==> src/rtl/core/idalloc_pkg.sv <==
// shared constants, codes, types and the row search function of the id allocator
package idalloc_pkg;

  localparam int POOL_SIZE = 64;
  localparam int ID_W      = $clog2(POOL_SIZE);
  localparam int CNT_W     = ID_W + 1;
  localparam int ROW_W     = 8;
  localparam int COL_AW    = $clog2(ROW_W);
  localparam int ROWS      = POOL_SIZE / ROW_W;
  localparam int ROW_AW    = $clog2(ROWS);

  typedef enum logic [1:0] {
    ACT_ALLOC   = 2'd0,
    ACT_CLAIM   = 2'd1,
    ACT_RELEASE = 2'd2,
    ACT_NOP     = 2'd3
  } action_t;

  typedef enum logic [1:0] {
    ST_OK        = 2'd0,
    ST_INACTIVE  = 2'd1,
    ST_EXHAUSTED = 2'd2,
    ST_QFULL     = 2'd3
  } status_t;

  // single-bit update of the active map
  typedef struct packed {
    logic              en;
    logic [ROW_AW-1:0] row;
    logic [COL_AW-1:0] col;
    logic              val;
  } amap_wr_t;

  typedef struct packed {
    logic              found;
    logic [COL_AW-1:0] col;
  } free_pos_t;

  // lowest clear bit at or above off
  function automatic free_pos_t first_free(input logic [ROW_W-1:0] row,
                                           input logic [COL_AW-1:0] off);
    free_pos_t r;
    r.found = 1'b0;
    r.col   = '0;
    for (int i = ROW_W - 1; i >= 0; i--) begin
      if ((COL_AW'(i) >= off) && !row[i]) begin
        r.found = 1'b1;
        r.col   = COL_AW'(i);
      end
    end
    return r;
  endfunction

endpackage

==> src/rtl/core/id_allocator_with_recycle_queue_top.sv <==
// id allocator top: request sequencer, queue pointers, fresh-id scan and result register
//
//   port group   dir  handshake            word
//   in_*         in   in_valid/in_ready    in_action, in_request_id
//   out_*        out  out_valid/out_ready  out_result_id, out_status
//
// claim, release and allocate from the recycle queue do a memory read, then decide and
// write back. allocate from fresh ids walks the active map memory one row of 8 ids a
// cycle, the longest walk when all 8 rows are full and one more step reports the pool
// exhausted. reset clears the pointers and the 8 row valid bits of the active map,
// with no clearing pass. the result sits in an output register; the next word is taken
// while it waits, and only the final write-back step holds until it drains.
module id_allocator_with_recycle_queue_top import idalloc_pkg::*; (
  input  logic            clk,
  input  logic            rst_n,
  input  logic            in_valid,
  output logic            in_ready,
  input  logic [1:0]      in_action,
  input  logic [ID_W-1:0] in_request_id,
  output logic            out_valid,
  input  logic            out_ready,
  output logic [ID_W-1:0] out_result_id,
  output logic [1:0]      out_status
);

  typedef enum logic [1:0] {
    S_IDLE = 2'b01,
    S_EXEC = 2'b10
  } state_t;

  state_t          state_r, state_nxt;
  action_t         act_r;
  logic [ID_W-1:0] rid_r;
  logic [ID_W-1:0] head_r, head_nxt;
  logic [ID_W-1:0] tail_r, tail_nxt;
  logic [CNT_W-1:0] count_r, count_nxt;
  logic [CNT_W-1:0] fresh_r, fresh_nxt;
  logic            out_valid_r, out_valid_nxt;
  logic [ID_W-1:0] out_id_r, out_id_nxt;
  status_t         out_st_r, out_st_nxt;

  logic            accept;
  logic            out_free;
  logic            amap_rd_en;
  logic [ROW_AW-1:0] amap_rd_row;
  amap_wr_t        amap_wr;
  logic [ROW_W-1:0] amap_rdata;
  logic            rq_wr_en;
  logic            rq_rd_en;
  logic [ID_W-1:0] rq_rdata;
  free_pos_t       ff;
  logic [CNT_W-1:0] fresh_row_next;
  logic [ID_W-1:0] fresh_id;

  assign in_ready      = (state_r == S_IDLE);
  assign accept        = in_valid && in_ready;
  assign out_free      = !out_valid_r || out_ready;
  assign out_valid     = out_valid_r;
  assign out_result_id = out_id_r;
  assign out_status    = out_st_r;

  assign ff             = first_free(amap_rdata, fresh_r[COL_AW-1:0]);
  assign fresh_row_next = {fresh_r[CNT_W-1:COL_AW] + 1'b1, {COL_AW{1'b0}}};
  assign fresh_id       = {fresh_r[ID_W-1:COL_AW], ff.col};

  always_comb begin
    state_nxt     = state_r;
    head_nxt      = head_r;
    tail_nxt      = tail_r;
    count_nxt     = count_r;
    fresh_nxt     = fresh_r;
    out_valid_nxt = out_valid_r && !out_ready;
    out_id_nxt    = out_id_r;
    out_st_nxt    = out_st_r;
    amap_rd_en    = 1'b0;
    amap_rd_row   = in_request_id[ID_W-1:COL_AW];
    amap_wr       = '0;
    rq_wr_en      = 1'b0;
    rq_rd_en      = 1'b0;

    case (state_r)
      S_IDLE: begin
        if (accept) begin
          state_nxt  = S_EXEC;
          amap_rd_en = 1'b1;
          if (action_t'(in_action) == ACT_ALLOC) begin
            amap_rd_row = fresh_r[ID_W-1:COL_AW];
            rq_rd_en    = 1'b1;
          end
        end
      end
      S_EXEC: begin
        // the id field covers the whole pool, so every request id is inside it
        case (act_r)
          ACT_ALLOC: begin
            if (count_r != '0) begin
              if (out_free) begin
                head_nxt      = head_r + 1'b1;
                count_nxt     = count_r - 1'b1;
                amap_wr       = '{en: 1'b1, row: rq_rdata[ID_W-1:COL_AW],
                                  col: rq_rdata[COL_AW-1:0], val: 1'b1};
                out_valid_nxt = 1'b1;
                out_id_nxt    = rq_rdata;
                out_st_nxt    = ST_OK;
                state_nxt     = S_IDLE;
              end
            end else if (fresh_r[CNT_W-1]) begin
              if (out_free) begin
                out_valid_nxt = 1'b1;
                out_id_nxt    = '0;
                out_st_nxt    = ST_EXHAUSTED;
                state_nxt     = S_IDLE;
              end
            end else if (ff.found) begin
              if (out_free) begin
                fresh_nxt     = {1'b0, fresh_id} + 1'b1;
                amap_wr       = '{en: 1'b1, row: fresh_r[ID_W-1:COL_AW],
                                  col: ff.col, val: 1'b1};
                out_valid_nxt = 1'b1;
                out_id_nxt    = fresh_id;
                out_st_nxt    = ST_OK;
                state_nxt     = S_IDLE;
              end
            end else begin
              // row fully active from the counter on: step to the next row
              fresh_nxt = fresh_row_next;
              if (!fresh_row_next[CNT_W-1]) begin
                amap_rd_en  = 1'b1;
                amap_rd_row = fresh_row_next[ID_W-1:COL_AW];
              end
            end
          end
          ACT_CLAIM: begin
            if (out_free) begin
              amap_wr       = '{en: 1'b1, row: rid_r[ID_W-1:COL_AW],
                                col: rid_r[COL_AW-1:0], val: 1'b1};
              out_valid_nxt = 1'b1;
              out_id_nxt    = rid_r;
              out_st_nxt    = ST_OK;
              state_nxt     = S_IDLE;
            end
          end
          ACT_RELEASE: begin
            if (out_free) begin
              out_valid_nxt = 1'b1;
              out_id_nxt    = rid_r;
              state_nxt     = S_IDLE;
              if (!amap_rdata[rid_r[COL_AW-1:0]]) begin
                out_st_nxt = ST_INACTIVE;
              end else begin
                amap_wr = '{en: 1'b1, row: rid_r[ID_W-1:COL_AW],
                            col: rid_r[COL_AW-1:0], val: 1'b0};
                if (count_r[CNT_W-1]) begin
                  out_st_nxt = ST_QFULL;
                end else begin
                  rq_wr_en   = 1'b1;
                  tail_nxt   = tail_r + 1'b1;
                  count_nxt  = count_r + 1'b1;
                  out_st_nxt = ST_OK;
                end
              end
            end
          end
          default: begin
            if (out_free) begin
              out_valid_nxt = 1'b1;
              out_id_nxt    = rid_r;
              out_st_nxt    = ST_OK;
              state_nxt     = S_IDLE;
            end
          end
        endcase
      end
      default: begin
        state_nxt = S_IDLE;
      end
    endcase
  end

  always_ff @(posedge clk) begin
    if (!rst_n) begin
      state_r     <= S_IDLE;
      head_r      <= '0;
      tail_r      <= '0;
      count_r     <= '0;
      fresh_r     <= '0;
      out_valid_r <= 1'b0;
    end else begin
      state_r     <= state_nxt;
      head_r      <= head_nxt;
      tail_r      <= tail_nxt;
      count_r     <= count_nxt;
      fresh_r     <= fresh_nxt;
      out_valid_r <= out_valid_nxt;
    end
  end

  always_ff @(posedge clk) begin
    out_id_r <= out_id_nxt;
    out_st_r <= out_st_nxt;
    if (accept) begin
      act_r <= action_t'(in_action);
      rid_r <= in_request_id;
    end
  end

  idalloc_amap u_amap (
    .clk     (clk),
    .rst_n   (rst_n),
    .rd_en   (amap_rd_en),
    .rd_row  (amap_rd_row),
    .wr      (amap_wr),
    .rdata_r (amap_rdata)
  );

  idalloc_rq u_rq (
    .clk     (clk),
    .wr_en   (rq_wr_en),
    .wr_addr (tail_r),
    .wr_data (rid_r),
    .rd_en   (rq_rd_en),
    .rd_addr (head_r),
    .rdata_r (rq_rdata)
  );

  // queue occupancy agrees with the pointer distance
  a_count_ptrs: assert property (@(posedge clk) disable iff (!rst_n)
    count_r[ID_W-1:0] == ID_W'(tail_r - head_r))
    else $error("recycle queue count out of step with pointers");

  a_count_max: assert property (@(posedge clk) disable iff (!rst_n)
    count_r <= CNT_W'(POOL_SIZE))
    else $error("recycle queue count above pool size");

  a_fresh_max: assert property (@(posedge clk) disable iff (!rst_n)
    fresh_r <= CNT_W'(POOL_SIZE))
    else $error("fresh id counter beyond pool end");

  // a word is loaded into the result register only when it was free or drained
  a_no_overwrite: assert property (@(posedge clk) disable iff (!rst_n)
    (out_valid_r && !out_ready) |=> (out_valid_r && $stable(out_id_r) && $stable(out_st_r)))
    else $error("pending result overwritten");

endmodule

==> src/rtl/core/idalloc_amap.sv <==
// active map memory: one row of id bits per address, bit writes, row valid bits
module idalloc_amap import idalloc_pkg::*; (
  input  logic              clk,
  input  logic              rst_n,
  input  logic              rd_en,
  input  logic [ROW_AW-1:0] rd_row,
  input  amap_wr_t          wr,
  output logic [ROW_W-1:0]  rdata_r
);

  logic [ROW_W-1:0] mem [ROWS];
  logic [ROWS-1:0]  row_vld_r;
  logic [ROWS-1:0]  row_vld_nxt;

  always_comb begin
    row_vld_nxt = row_vld_r;
    if (wr.en) begin
      row_vld_nxt[wr.row] = 1'b1;
    end
  end

  always_ff @(posedge clk) begin
    if (!rst_n) begin
      row_vld_r <= '0;
    end else begin
      row_vld_r <= row_vld_nxt;
    end
  end

  // a row never written reads as all inactive, so its first write sets the whole row
  always_ff @(posedge clk) begin
    if (wr.en) begin
      if (row_vld_r[wr.row]) begin
        mem[wr.row][wr.col] <= wr.val;
      end else begin
        mem[wr.row] <= ROW_W'(wr.val) << wr.col;
      end
    end
  end

  always_ff @(posedge clk) begin
    if (rd_en) begin
      rdata_r <= row_vld_r[rd_row] ? mem[rd_row] : '0;
    end
  end

endmodule

==> src/rtl/core/idalloc_rq.sv <==
// recycle queue storage: released ids waiting for reuse
module idalloc_rq import idalloc_pkg::*; (
  input  logic            clk,
  input  logic            wr_en,
  input  logic [ID_W-1:0] wr_addr,
  input  logic [ID_W-1:0] wr_data,
  input  logic            rd_en,
  input  logic [ID_W-1:0] rd_addr,
  output logic [ID_W-1:0] rdata_r
);

  logic [ID_W-1:0] mem [POOL_SIZE];

  always_ff @(posedge clk) begin
    if (wr_en) begin
      mem[wr_addr] <= wr_data;
    end
  end

  always_ff @(posedge clk) begin
    if (rd_en) begin
      rdata_r <= mem[rd_addr];
    end
  end

endmodule

==> config.mk <==
export PLATFORM = sky130hd
export DESIGN_NAME = id_allocator_with_recycle_queue_top
export DESIGN_NICKNAME = d
export VERILOG_FILES = /design/src/rtl/core/idalloc_pkg.sv /design/src/rtl/core/id_allocator_with_recycle_queue_top.sv /design/src/rtl/core/idalloc_amap.sv /design/src/rtl/core/idalloc_rq.sv
export SDC_FILE = /design/constraint.sdc
export NUM_CORES = 1
export LEC_CHECK = 0
export ABC_CLOCK_PERIOD_IN_PS = 4700
export BUFFER_PORTS_ARGS = -buffer_cell sky130_fd_sc_hd__buf_2
export CORE_MARGIN = 2
export CORE_UTILIZATION = 27
export CTS_BUF_LIST = sky130_fd_sc_hd__clkbuf_8 sky130_fd_sc_hd__clkbuf_16
export DETAILED_ROUTE_END_ITERATION = 8
export SLEW_MARGIN = 10
export SYNTH_ARGS = -nofsm -noshare
export SYNTH_HDL_FRONTEND = slang
export SYNTH_SLANG_ARGS = --single-unit
export TNS_END_PERCENT = 100
==> constraint.sdc <==
create_clock -name clk -period 4.7 [get_ports clk]
set_input_delay 0.235 -clock clk [delete_from_list [all_inputs] [get_ports clk]]
set_output_delay 0.235 -clock clk [all_outputs]
set_load 0.02 [all_outputs]
Yosys cells after proc, flatten, opt, wreduce, memory -nomap -nowiden --
Memories as Yosys holds them, arrays and structs flattened. A register that Yosys moved wholly into a read port is not among the register bits. Cells that the tools add are included.
Storage, ports and cells: memory bits (writable) 448, logic and storage cells 205, flip-flop bits (word level) 53, memories kept 2, bits of input ports 12
Cells by class: shifts and indexed selects 1, bitwise gates (word level) 12, muxes and demuxes 106, order comparisons 14, eq/ne operators 14, add/subtract/negate cells 6, reduce and logical (&&, ||, !) cells 37
Memory list:
- u_rq.mem | depth 64, width 6, read ports 1, clocked after memory_dff 1, write ports 1, RTL line idalloc_rq.sv:12 | logic [ID_W-1:0] mem [POOL_SIZE];
- u_amap.mem | depth 8, width 8, read ports 1, clocked after memory_dff 1, write ports 1, RTL line idalloc_amap.sv:11 | logic [ROW_W-1:0] mem [ROWS];
Operators with widths (number):
- $mux 8 | 10
- $mux 7 | 8
- $mux 6 | 8
- $mux 1 | 40
- $mux 4 | 8
- $mux 2 | 14
- $pmux 8 s3 | 1
- $mux 3 | 7
- $lt 3x4->1 const B | 4
- $pmux 7 s2 | 1
- $add 6x1->6 const B | 2
- $ge 3x3->1 const A | 4
- $logic_and 1x1->1 | 12
- $ne 2x2->1 const B | 6
- $logic_not 1->1 | 11
- $reduce_and 5->1 | 2
- $bmux 1 s3 | 3
- $ne 4x4->1 const B | 2
- $or 1x1->1 | 8
- $or 8x8->8 | 1
- $pmux 2 s2 | 2
- $reduce_and 4->1 | 2
- $shl 1x3->8 | 1
- $add 6x1->7 const B | 1
- other kinds (22) | 32

Logic depth before layout (Yosys ltp) --
Gate-level depths: netlist of run 1.
depth in word-level cells 22, gate-level depth with buffers 11

Cells and area by module --
A second synthesis of run 1 with hierarchy kept.
Unflattened totals: cell total of the unflattened synthesis 1381, area, all modules 22226.3 um2
Modules (own cells, without submodules):
- idalloc_rq | cells an instance 729, instances 1, sequential area each 11711.2 um2, area an instance 15265.9 um2
- idalloc_amap | cells an instance 266, instances 1, sequential area each 2322.2 um2, area an instance 3704.8 um2
- id_allocator_with_recycle_queue_top | cells an instance 386, instances 1, sequential area each 1061.0 um2, area an instance 3255.6 um2

Worst setup path after synthesis of run 1 --
Ideal clock, no wire load.
kind register to register, start register rid_r[0], end memory u_amap.mem[0][1], data pin, clock period less this slack 4.211 ns, cell stages (with the launch flop) 9, arrival 3.913 ns, setup slack 0.489 ns, path through edfxtp_1 -> buf_6 -> mux4_2 -> mux2i_4 -> o32ai_1 -> a2111o_1 -> nor4_4 -> a31o_4 -> a221oi_1
On the way: word-level cells in the longest chain between the ends 12
RTL lines:
- start: declaration | RTL line id_allocator_with_recycle_queue_top.sv:33 | logic [ID_W-1:0] rid_r;
- start signal: assignment | RTL line id_allocator_with_recycle_queue_top.sv:203 | rid_r <= in_request_id;
- $bmux 1 s3 | RTL line id_allocator_with_recycle_queue_top.sv:148 | if (!amap_rdata[rid_r[COL_AW-1:0]]) begin
- $mux 1 (not written as such) | RTL line id_allocator_with_recycle_queue_top.sv:148
- $mux 8 | RTL line id_allocator_with_recycle_queue_top.sv:148
- $mux 8 | RTL line id_allocator_with_recycle_queue_top.sv:144 | if (out_free) begin
- $pmux 8 s3 (*) | RTL line id_allocator_with_recycle_queue_top.sv:94 | case (act_r)
- $mux 8 (*) | RTL line id_allocator_with_recycle_queue_top.sv:81 | case (state_r)
- $bmux 1 s3 | RTL line idalloc_amap.sv:33 | if (row_vld_r[wr.row]) begin
- $mux 1 (not written as such) | RTL line idalloc_amap.sv:33
- $mux 1 | RTL line idalloc_amap.sv:33
- $mux 1 | RTL line idalloc_amap.sv:32 | if (wr.en) begin
- $mux 1 (not written as such) | RTL line idalloc_amap.sv:36 | mem[wr.row] <= ROW_W'(wr.val) << wr.col;
- $mux 1 (no line) (*)
- end: declaration | RTL line idalloc_amap.sv:11
Every way passes the cells marked *; elsewhere a longest branch is shown, timed or not. The select of a mux whose other input is x is not followed.

Worst setup path in the final report of run 1 --
start register count_r[0], end memory u_amap.mem[7][7], data pin
On the way: word-level cells in the longest chain between the ends 10
RTL lines:
- start: declaration | RTL line id_allocator_with_recycle_queue_top.sv:36 | logic [CNT_W-1:0] count_r, count_nxt;
- start signal: assignment | RTL line id_allocator_with_recycle_queue_top.sv:192 | count_r <= count_nxt;
- $reduce_bool 7->1 (*) | RTL line id_allocator_with_recycle_queue_top.sv:96 | if (count_r != '0) begin
- $mux 8 (*) | RTL line id_allocator_with_recycle_queue_top.sv:96
- $pmux 8 s3 (*) | RTL line id_allocator_with_recycle_queue_top.sv:94
- $mux 8 (*) | RTL line id_allocator_with_recycle_queue_top.sv:81
- $bmux 1 s3 | RTL line idalloc_amap.sv:33
- $mux 1 (not written as such) | RTL line idalloc_amap.sv:33
- $mux 1 | RTL line idalloc_amap.sv:33
- $mux 1 | RTL line idalloc_amap.sv:32
- $mux 1 (not written as such) | RTL line idalloc_amap.sv:36
- $mux 1 (no line) (*)
Marked as above.

==> results of run 1 <==
synthesized netlist by cell type, types with 12 or more instances:
cell type	instances	share of area, %
a21boi_0	14	0.47
a21oi_1	105	2.3
a31oi_1	13	0.36
and2_1	24	0.67
buf_1	20	0.33
clkbuf_1	43	0.72
dfxtp_1	37	3.3
edfxtp_1	478	64
inv_1	19	0.32
mux2i_1	14	0.63
mux4_2	141	14
nand2_1	54	0.90
nand3_1	30	0.67
nand4_1	12	0.33
nor2_1	101	1.7
nor2b_1	13	0.36
o21ai_0	15	0.33
per-layer routing:
metal | wire length, um | vias to the layer above
li1 | - | 5461
met1 | 22500 | 6418
met2 | 25500 | 384
met3 | 2810 | 73
met4 | 1100 | 0
met5 | 0 | -
layout make-up:
class / instances / area [um^2]
clock inverters: 46 / 483
inverters: 20 / 75.1
multi-input cells: 706 / 6930
fillers: 7906 / 56400
well taps: 1070 / 1340
repair buffers: 62 / 460
clock buffers: 53 / 1330
flip-flops and latches: 515 / 15100
worst register-to-register path, delay by kind of cell, from the launching register on:
kind / cells / cell delay (ns)
AO/OA/AOI/OAI: 5 / 2.64
AND/OR/NAND/NOR: 2 / 0.65
flip-flops: 1 / 0.35
adder cells (fa/ha/maj): 1 / 0.27
buffers and inverters: 1 / 0.17
sequential cells by signal, indices dropped and copies added, names as in the netlist:
signal and flops:
u_amap.row_vld_r 8, out_result_id 6, head_r 6, fresh_r 7, out_valid 1, u_amap.mem 64
act_r 2, u_rq.rdata_r 6, u_rq.mem 384, u_amap.rdata_r 8, state_r 2, count_r 7
tail_r 6, rid_r 6, out_status 2
power by group through the flow:
stage	combinational, mW	sequential (mW)	clock, mW
floorplan	0.304	5.20	0
global placement	0.489	5.18	0
detailed placement	0.503	5.18	0
CTS	0.511	5.08	4.43
global route	0.551	5.08	4.62
finish	0.508	5.08	4.34
kinds of logic (layout without fill, tap and decap cells):
| logic type | after synthesis | count (layout) | synth area share [%] |
|---|---|---|---|
| and+or+nand+nor | 285 | 285 | 6.43 |
| AOI/OAI and AO/OA | 234 | 234 | 7.68 |
| buffers and inverters | 97 | 181 | 1.88 |
| xor gates and xnor gates | 14 | 14 | 0.547 |
| muxes | 165 | 165 | 15.7 |
| adders and majority gates | 8 | 8 | 0.447 |
| DFF | 515 | 515 | 67.4 |
worst paths after layout:
path	to	slack, ns	cells after the start
min reg2reg	u_amap.row_vld_r[5]$_SDFFE_PN0P_	0.51	2
max reg2reg	u_amap.mem[7][7]$_DFFE_PP_	0.32	9
min	fresh_r[6]$_SDFFE_PN0P_	0.14	2
max	u_amap.mem[7][7]$_DFFE_PP_	0.32	9
placed cells by master (no fill, tap or decap), types with 10 or more instances in the layout:
cell type	instances
edfxtp_1	478
mux4_2	141
a21oi_1	105
nor2_1	101
nand2_1	54
clkbuf_16	53
dfxtp_1	34
nand3_1	30
buf_4	30
inv_1	27
and2_1	24
buf_2	21
o21ai_0	15
a21boi_0	14
mux2i_1	14
a31oi_1	13
nor2b_1	13
nand4_1	12
xnor2_1	11
clkinv_1	11
clkinv_2	10
timing repair:
item / in CTS / in global routing
hold endpoints to repair: 10 / 0
buffers inserted: 0 / 0
hold buffers: 9 / 0
==> impl_metrics.env, run 1 <==
export IMPL_synth_ff_type="edfxtp_1"
export IMPL_critPathRequiredTime_ns=5.01
export IMPL_wl_per_cell_um=21.0
export IMPL_post_place_cells=2364
export IMPL_power_frac_clock_pct=43.7
export IMPL_layout_setup_ws_ns=0.324
export IMPL_io_pins=22
export IMPL_ant_nets=0
export IMPL_pre_cts_ws_ns=0.438
export IMPL_p_per_area_nw_per_um2=386
export IMPL_cp_startpoint="count_r[0]$_SDFFE_PN0P_"
export IMPL_num_rows=105
export IMPL_synth_async_reset_ratio_pct=0
export IMPL_ir_drop_uv=322
export IMPL_die_width_um=292
export IMPL_internal_power_mw=7.74
export IMPL_switching_power_mw=2.19
export IMPL_critical_path_arrival_ns=4.68
export IMPL_numCtsBuffers=53
export IMPL_grtUsageMet1_pct=16.6
export IMPL_globalRouteOverflowTotal=0
export IMPL_n_antenna_cell=0
export IMPL_skew_ns=0.0700
export IMPL_yosysWarningCount=0
export IMPL_min_from="rst_n"
export IMPL_stdcell_area_um2=25700
export IMPL_synthCells=1318
export IMPL_grt_pass1_vias=12500
export IMPL_rsz0062_at_grt="no"
export IMPL_clkLatencyLatePin_ns=0.64
export IMPL_synth_seq_cells=515
export IMPL_use_met3_pct=1.93
export IMPL_grt_antenna_before_repair=0
export IMPL_synth_seq_area_share_pct=67.4
export IMPL_coreArea_um2=82100
export IMPL_synth_edf_count=478
export IMPL_layout_cells_non_filler=2472
export IMPL_p_sw_share_pct=22.0
export IMPL_path_clk_slew_ns=0.06
export IMPL_status="complete, no violations"
export IMPL_track_usage_pct=12.2
export IMPL_cts_tree="yes"
export IMPL_power_frac_comb_pct=5.1
export IMPL_die_h_um=292
export IMPL_maxCapViolations=0
export IMPL_areaGrowthSynthToFinish_pct=14.8
export IMPL_drive_above_1_share_pct=22.6
export IMPL_rr_startpoint="count_r[0]$_SDFFE_PN0P_"
export IMPL_fmax_mhz=229
export IMPL_crit_buf_inv=1
export IMPL_critPathLaunchType="flip-flop"
export IMPL_cts_root_buf="clkbuf_16"
export IMPL_finalPower_mw=9.93
export IMPL_drc=0
export IMPL_path_delay_family="compound AO/OA/AOI/OAI gates"
export IMPL_gp_congestion=0.868
export IMPL_viasPerCell=4.99
export IMPL_maxSlewHeadroom_pct=30.8
export IMPL_dieArea_um2=85300
export IMPL_cp_max_fo=19
export IMPL_grt_pass1_wl_um=79600
export IMPL_hold_viol=0
export IMPL_final_nets=1378
export IMPL_grt_max_degree=68
export IMPL_final_max_slew_viol_count=0
export IMPL_fin_setup_tns_ns=0
export IMPL_synthDistinctLibCells=84
export IMPL_hp_class="in2reg"
export IMPL_fin_crit_sh_pct=93.1
export IMPL_slowest_delay_ns=0.81
export IMPL_postCtsResizedCells=0
export IMPL_worstPathCellList="inv_1, ha_1, nor4b_4, nand2_2, a2111oi_0, a21boi_0, o21a_1, a21oi_1, a221oi_1"
export IMPL_netlist_area_um2=22400
export IMPL_initial_core_util_pct=27.3
export IMPL_finalSetupViolCount=0
export IMPL_synth_nets=1338
export IMPL_placed_cell_area_um2=23800
export IMPL_slowest_stage="a221oi_1"
export IMPL_fin_util_pct=31.3
export IMPL_firstDrtPassIters=6
export IMPL_clk_path_buf_depth=3
export IMPL_p_seq_share_pct=51.2
export IMPL_vias=12300
export IMPL_tightest_slew_ns=1.04
export IMPL_htree_levels=2
export IMPL_grt_util_met2_pct=20.3
export IMPL_drt_total_wl_um=52000
export IMPL_path_class="reg2reg"
export IMPL_period_needed_ns=4.38
export IMPL_avgSynthCellArea_um2=17.0
export IMPL_cts_sinks=515
export IMPL_busiest_layer="met2"
export IMPL_holdWs_ns=0.145
export IMPL_cp_end_kind="flip-flop"
export IMPL_drtIter0Drc=1199
export IMPL_io_buffers=21
export IMPL_dp_hpwl_um=32900
export IMPL_power_leakage_nw=7.90
No activity file was read; power rests on OpenSTA's default activity.
==> run 2, diff against run 1 <==
--- a/config.mk
+++ b/config.mk
@@ -6,7 +6,7 @@
 export NUM_CORES = 1
 export LEC_CHECK = 0
 export ABC_CLOCK_PERIOD_IN_PS = 4700
-export BUFFER_PORTS_ARGS = -buffer_cell sky130_fd_sc_hd__buf_2
+export BUFFER_PORTS_ARGS = -buffer_cell sky130_fd_sc_hd__buf_4
 export CORE_MARGIN = 2
 export CORE_UTILIZATION = 27
 export CTS_BUF_LIST = sky130_fd_sc_hd__clkbuf_8 sky130_fd_sc_hd__clkbuf_16
==> impl_metrics.env, run 2 (synthesis gave the netlist of run 1 again) <==
export IMPL_post_cts_buffers=0
export IMPL_min_from="rst_n"
export IMPL_slowest_delay_ns=0.81
export IMPL_num_rows=105
export IMPL_max_flop_register="u_rq.mem"
export IMPL_fin_crit_sh_pct=88.7
export IMPL_drive_above_1_share_pct=22.3
export IMPL_power_frac_comb_pct=5.1
export IMPL_track_usage_pct=11.9
export IMPL_top_regs="u_rq.mem: 384 flops, u_amap.mem: 64 flops"
export IMPL_clk_path_buf_depth=3
export IMPL_coreArea_um2=82100
export IMPL_cp_end_kind="flip-flop"
export IMPL_cp_startpoint="count_r[0]$_SDFFE_PN0P_"
export IMPL_rr_startpoint="count_r[0]$_SDFFE_PN0P_"
export IMPL_holdWs_ns=0.0604
export IMPL_cp_max_fo=8
export IMPL_critPathRequiredTime_ns=4.99
export IMPL_final_max_slew_viol_count=0
export IMPL_htree_levels=2
export IMPL_internal_power_mw=7.86
export IMPL_gp_congestion=0.853
export IMPL_largest_reg_flops=384
export IMPL_path_class="reg2reg"
export IMPL_initial_core_util_pct=27.3
export IMPL_cts_sinks=515
export IMPL_hp_class="in2reg"
export IMPL_path_delay_family="compound AO/OA/AOI/OAI gates"
export IMPL_clkLatencyLatePin_ns=0.62
export IMPL_fin_setup_tns_ns=0
export IMPL_areaGrowthSynthToFinish_pct=15.1
export IMPL_grt_pass1_wl_um=78000
export IMPL_fmax_mhz=240
export IMPL_skew_ns=0.0589
export IMPL_r2r_cells=9
export IMPL_die_width_um=292
export IMPL_n_antenna_cell=0
export IMPL_dieArea_um2=85300
export IMPL_critical_path_arrival_ns=4.46
export IMPL_tightest_slew_ns=0.977
export IMPL_critPathLaunchType="flip-flop"
export IMPL_min_path_cells=2
export IMPL_switching_power_mw=2.14
export IMPL_stdcell_area_um2=25800
export IMPL_grt_max_degree=68
export IMPL_power_leakage_nw=7.90
export IMPL_maxCapViolations=0
export IMPL_grt_pass1_vias=12200
export IMPL_numCtsBuffers=53
export IMPL_vias=12300
export IMPL_grt_antenna_before_repair=0
export IMPL_globalRouteOverflowTotal=0
export IMPL_status="complete, no violations"
export IMPL_power_frac_clock_pct=44.1
export IMPL_ant_nets=0
export IMPL_holdPathEnd="fresh_r[6]$_SDFFE_PN0P_"
export IMPL_cts_root_buf="clkbuf_16"
export IMPL_crit_cells=9
export IMPL_maxSlewHeadroom_pct=34.8
export IMPL_io_pins=22
export IMPL_r2r_slack_ns=0.53
export IMPL_final_nets=1375
export IMPL_drc=0
export IMPL_hold_viol=0
export IMPL_fill_cells=7835
export IMPL_worstPathCellList="inv_1, ha_1, or4b_4, nor3_4, o2111ai_2, a32oi_4, mux2i_4, a31o_4, a221oi_1"
export IMPL_viasPerCell=5.00
export IMPL_drtIter0Drc=1251
export IMPL_placed_cell_area_um2=23900
export IMPL_drt_total_wl_um=51700
export IMPL_p_per_area_nw_per_um2=387
export IMPL_firstDrtPassIters=6
export IMPL_ir_drop_uv=293
export IMPL_die_h_um=292
export IMPL_r2r_end="u_amap.mem[5][6]$_DFFE_PP_"
export IMPL_slowest_stage="a221oi_1"
export IMPL_finalSetupViolCount=0
export IMPL_dp_hpwl_um=32400
export IMPL_p_seq_share_pct=50.8
export IMPL_path_clk_slew_ns=0.07
export IMPL_period_needed_ns=4.17
export IMPL_rsz0062_at_grt="no"
export IMPL_layout_commonest_cell="edfxtp_1"
export IMPL_final_cell_mix="edfxtp_1 (478), mux4_2 (141), a21oi_1 (105)"
export IMPL_cts_tree="yes"
export IMPL_p_sw_share_pct=21.4
export IMPL_crit_buf_inv=1
export IMPL_io_buffers=21
export IMPL_wl_per_cell_um=21.0
[run 2: cell types whose count changed in the layout (fill, tap and decap cells not counted), moves of 2 or more]
cell,delta
buf_2,-21
buf_4,+17
bufinv_16,+2
clkinv_2,-7
clkinvlp_4,+2
inv_16,-2
inv_6,+2
[run 2: what timing repair did]
action	CTS	global route
hold endpoints to repair	9	0
hold buffers	9	0
gates resized for setup	0	0
[run 2: worst max path at each step]
| stage | endpoint | slack [ns] |
|---|---|---|
| 6_report | u_amap.mem[5][6]$_DFFE_PP_ | 0.53 |
| 5_1_grt | u_amap.mem[6][7]$_DFFE_PP_ | 0.06 |
| 4_1_cts | u_amap.mem[3][7]$_DFFE_PP_ | 0.55 |
| 3_5_place_dp | u_amap.mem[5][7]$_DFFE_PP_ | 0.58 |
| 3_3_place_gp | u_amap.mem[7][7]$_DFFE_PP_ | 0.80 |
| 2_1_floorplan | u_amap.mem[0][1]$_DFFE_PP_ | 0.49 |
[run 2: cell type report]
cell class	count	area (um^2)	share of cell area, %
flip-flops and latches	515	15100	58.5
clock inverters	42	504	1.95
clock buffers	54	1340	5.19
well taps	1070	1340	5.19
repair buffers	59	503	1.95
multi-input cells	706	6930	26.9
inverters	20	75.1	0.291
[run 2: per-layer routing]
layer	routed length, um	share of wire (%)	up-vias	GRT usage, %
met5	0	0	-	0
met2	25600	49	378	20.0
met4	1010	2.0	0	3.16
met1	22400	43	6427	16.1
li1	-	-	5446	-
met3	2750	5.3	79	1.90
[run 2: worst register-to-register path: cells and delay by family (launching register included)]
kind                       cells  cell delay (ns)
AOI/OAI and AO/OA              4             1.92
adders and majority gates      1             0.27
buffers and inverters          1             0.14
muxes                          1             0.26
and+or+nand+nor                2             0.90
DFF                            1             0.35
[run 2: power by group through the flow]
| stage | Clock [mW] | Sequential [mW] | Combinational, mW |
|---|---|---|---|
| 2_1_floorplan | 0 | 5.20 | 0.304 |
| 3_3_place_gp | 0 | 5.18 | 0.493 |
| 3_5_place_dp | 0 | 5.18 | 0.506 |
| 4_1_cts | 4.49 | 5.08 | 0.515 |
| 5_1_grt | 4.65 | 5.08 | 0.553 |
| 6_report | 4.41 | 5.08 | 0.509 |
[run 2: per-stage QoR]
| step | instances | setup slack (ns) | util, % | power (mW) |
|---|---|---|---|---|
| final | 2466 | 0.529 | 31.4 | 10.0 |
| after global routing | 2466 | 0.0575 | 31.4 | 10.3 |
| after CTS | 2466 | 0.550 | 31.4 | 10.1 |
| after detailed placement | 2361 | 0.581 | 29.1 | 5.68 |
| after global placement | 2361 | 0.802 | 29.1 | 5.67 |
| after floorplan | 1318 | 0.489 | - | 5.50 |
==> run 3, diff against run 2 <==
--- a/config.mk
+++ b/config.mk
@@ -5,6 +5,7 @@
 export SDC_FILE = /design/constraint.sdc
 export NUM_CORES = 1
 export LEC_CHECK = 0
+export ABC_AREA = 1
 export ABC_CLOCK_PERIOD_IN_PS = 4700
 export BUFFER_PORTS_ARGS = -buffer_cell sky130_fd_sc_hd__buf_4
 export CORE_MARGIN = 2
==> impl_metrics.env, run 3 <==
export IMPL_status="complete, no violations"
export IMPL_cp_max_fo=37
export IMPL_die_h_um=294
export IMPL_clk_path_buf_depth=3
export IMPL_ant_nets=0
export IMPL_drive_above_1_share_pct=8.00
export IMPL_grt_pass1_wl_um=89000
export IMPL_cts_tree="yes"
export IMPL_synth_async_reset_ratio_pct=0
export IMPL_path_clk_slew_ns=0.06
export IMPL_path_class="reg2reg"
export IMPL_critical_path_arrival_ns=4.50
export IMPL_critPathLaunchType="flip-flop"
export IMPL_drt_total_wl_um=58000
export IMPL_fin_util_pct=31.1
export IMPL_wl_per_cell_um=17.8
export IMPL_dp_hpwl_um=35200
export IMPL_max_flop_register="u_rq.mem"
export IMPL_internal_power_mw=7.99
export IMPL_num_rows=106
export IMPL_yosysWarningCount=0
export IMPL_fin_crit_sh_pct=85.0
export IMPL_synthDistinctLibCells=53
export IMPL_cts_sinks=515
export IMPL_synth_seq_cells=515
export IMPL_hp_class="in2reg"
export IMPL_tightest_slew_ns=1.12
export IMPL_synth_top_area_cell="edfxtp_1"
export IMPL_cp_end_kind="flip-flop"
export IMPL_p_seq_share_pct=47.9
export IMPL_synth_seq_area_share_pct=66.7
export IMPL_synth_top_area_share_pct=63.4
export IMPL_ir_drop_uv=304
export IMPL_grt_antenna_before_repair=1
export IMPL_post_cts_buffers=0
export IMPL_hold_viol=0
export IMPL_clkLatencyLatePin_ns=0.64
export IMPL_areaGrowthSynthToFinish_pct=14.3
export IMPL_io_pins=22
export IMPL_top_regs="u_rq.mem: 384 flops, u_amap.mem: 64 flops"
export IMPL_synthCells=2131
export IMPL_synth_edf_count=478
export IMPL_io_buffers=21
export IMPL_p_sw_share_pct=26.3
export IMPL_fin_setup_tns_ns=0
export IMPL_skew_ns=0.0809
export IMPL_drtIter0Drc=1247
export IMPL_maxCapViolations=0
export IMPL_final_max_slew_viol_count=0
export IMPL_path_common_cell="nand2_1"
export IMPL_switching_power_mw=2.86
export IMPL_drc=0
export IMPL_gp_congestion=0.850
export IMPL_slowest_stage="nand2_2"
export IMPL_n_antenna_cell=0
export IMPL_worstPathCellList="nor2_2, inv_1, nor2_4, inv_2, nor3_2, nand2_1, nand2_1, nand2_1, nand2_2, nand2_2, nand2_1, nand3_1, nand2_1, nand2_1, nand2_1, nand2_1, inv_1"
export IMPL_synth_nets=2151
export IMPL_r2r_cells=17
export IMPL_power_frac_clock_pct=39.6
export IMPL_synth_commonest_cells="edfxtp_1 (478), nand2_1 (326), nor2_1 (326), inv_1 (226), o21ai_0 (215)"
export IMPL_largest_reg_flops=384
export IMPL_maxSlewHeadroom_pct=25.4
export IMPL_critPathRequiredTime_ns=5.20
export IMPL_yosys_top_cells_area="edfxtp_1 (63%), nand2_1 (5.4%), nor2_1 (5.4%)"
export IMPL_finalSetupViolCount=0
export IMPL_cts_root_buf="clkbuf_16"
export IMPL_rsz0062_at_grt="no"
export IMPL_yosysMostFrequentCell="edfxtp_1"
export IMPL_synth_ff_type="edfxtp_1"
export IMPL_p_per_area_nw_per_um2=419
export IMPL_netlist_area_um2=22600
export IMPL_htree_levels=2
export IMPL_die_width_um=294
export IMPL_coreArea_um2=83300
export IMPL_viasPerCell=4.82
export IMPL_numCtsBuffers=54
export IMPL_power_frac_comb_pct=12.5
export IMPL_final_cell_mix="edfxtp_1 (478), nand2_1 (326), nor2_1 (326)"
export IMPL_min_path_cells=4
export IMPL_fmax_mhz=250
export IMPL_postCtsResizedCells=0
export IMPL_firstDrtPassIters=6
export IMPL_dieArea_um2=86200
export IMPL_vias=15800
export IMPL_layout_commonest_cell="edfxtp_1"
export IMPL_grt_pass1_vias=14900
export IMPL_grt_max_degree=99
export IMPL_power_leakage_nw=9.50
export IMPL_slowest_delay_ns=0.59
export IMPL_track_usage_pct=13.3
export IMPL_cts_hold_buf=9
export IMPL_avgSynthCellArea_um2=10.6
export IMPL_final_nets=2162
export IMPL_initial_core_util_pct=27.2
export IMPL_period_needed_ns=3.99
export IMPL_globalRouteOverflowTotal=0
run 3: cell types whose count changed after synthesis, sizes merged, moves of 20 or more:
cell and delta:
nand2 +280, nor2 +238, inv +211, o21ai +199, mux4 -145, nand3 +103, a21oi -59, o22ai +58
clkbuf +39, o221ai +35, nand4 +27, and2 -24, buf -20
run 3: cell families after synthesis:
group	Yosys count	synth area share (%)
adders and majority gates	8	0.442
buffers and inverters	331	5.58
AOI/OAI and AO/OA	409	10.6
DFF	515	66.7
and+or+nand+nor	862	16.4
xor gates and xnor gates	5	0.193
muxes	1	0.0442
run 3: path summary, 6_finish.rpt:
path	to	slack, ns	start
setup reg to reg	u_amap.rdata_r[4]$_SDFFCE_PN0P_	0.71	act_r[1]$_DFFE_PP_
hold reg to reg	u_amap.row_vld_r[5]$_SDFFE_PN0P_	0.47	u_amap.row_vld_r[5]$_SDFFE_PN0P_
setup / recovery	u_amap.rdata_r[4]$_SDFFCE_PN0P_	0.71	act_r[1]$_DFFE_PP_
hold / removal	state_r[0]$_SDFFE_PN1P_	0.09	in_valid
run 3: cell type report:
type,count,area [um^2]
Clock buffer,63,1480
Tap cell,1080,1350
Fill cell,8507,57400
Timing Repair Buffer,51,418
Sequential cell,515,15100
Multi-Input combinational cell,1285,6280
Inverter,235,892
Clock inverter,39,355
run 3: per-layer routing:
| layer | share of wire (%) | global-route usage, % |
|---|---|---|
| met3 | 6.0 | 1.97 |
| met5 | 0.022 | 0 |
| met1 | 44 | 18.1 |
| met4 | 3.0 | 4.82 |
| met2 | 47 | 21.4 |
run 3: through the flow:
stage | area (um^2) | total power, mW | instances | hold slack [ns] | setup slack (ns)
6_report | 25900 | 10.8 | 3268 | 0.0871 | 0.706
4_1_cts | 25900 | 10.9 | 3268 | 0.0381 | 0.782
2_1_floorplan | 22600 | 6.24 | 2131 | 0.334 | 1.44
3_5_place_dp | 24000 | 6.64 | 3157 | 0.456 | 0.794
5_1_grt | 25900 | 11.3 | 3268 | 0.0795 | 0.285
3_3_place_gp | 24000 | 6.62 | 3157 | 0.449 | 0.985
run 3: critical path, delay by kind of cell, from the launching register on:
kind,cells,cell delay [ns]
buf+inv,3,0.38
flops,1,0.45
simple gates,14,3.01
run 3: power by group through the flow:
stage | registers [mW] | clock network [mW] | logic (mW)
after CTS | 5.20 | 4.36 | 1.35
after floorplan | 5.35 | 0 | 0.893
final | 5.20 | 4.29 | 1.35
after detailed placement | 5.30 | 0 | 1.34
after global placement | 5.30 | 0 | 1.32
after global routing | 5.20 | 4.54 | 1.52
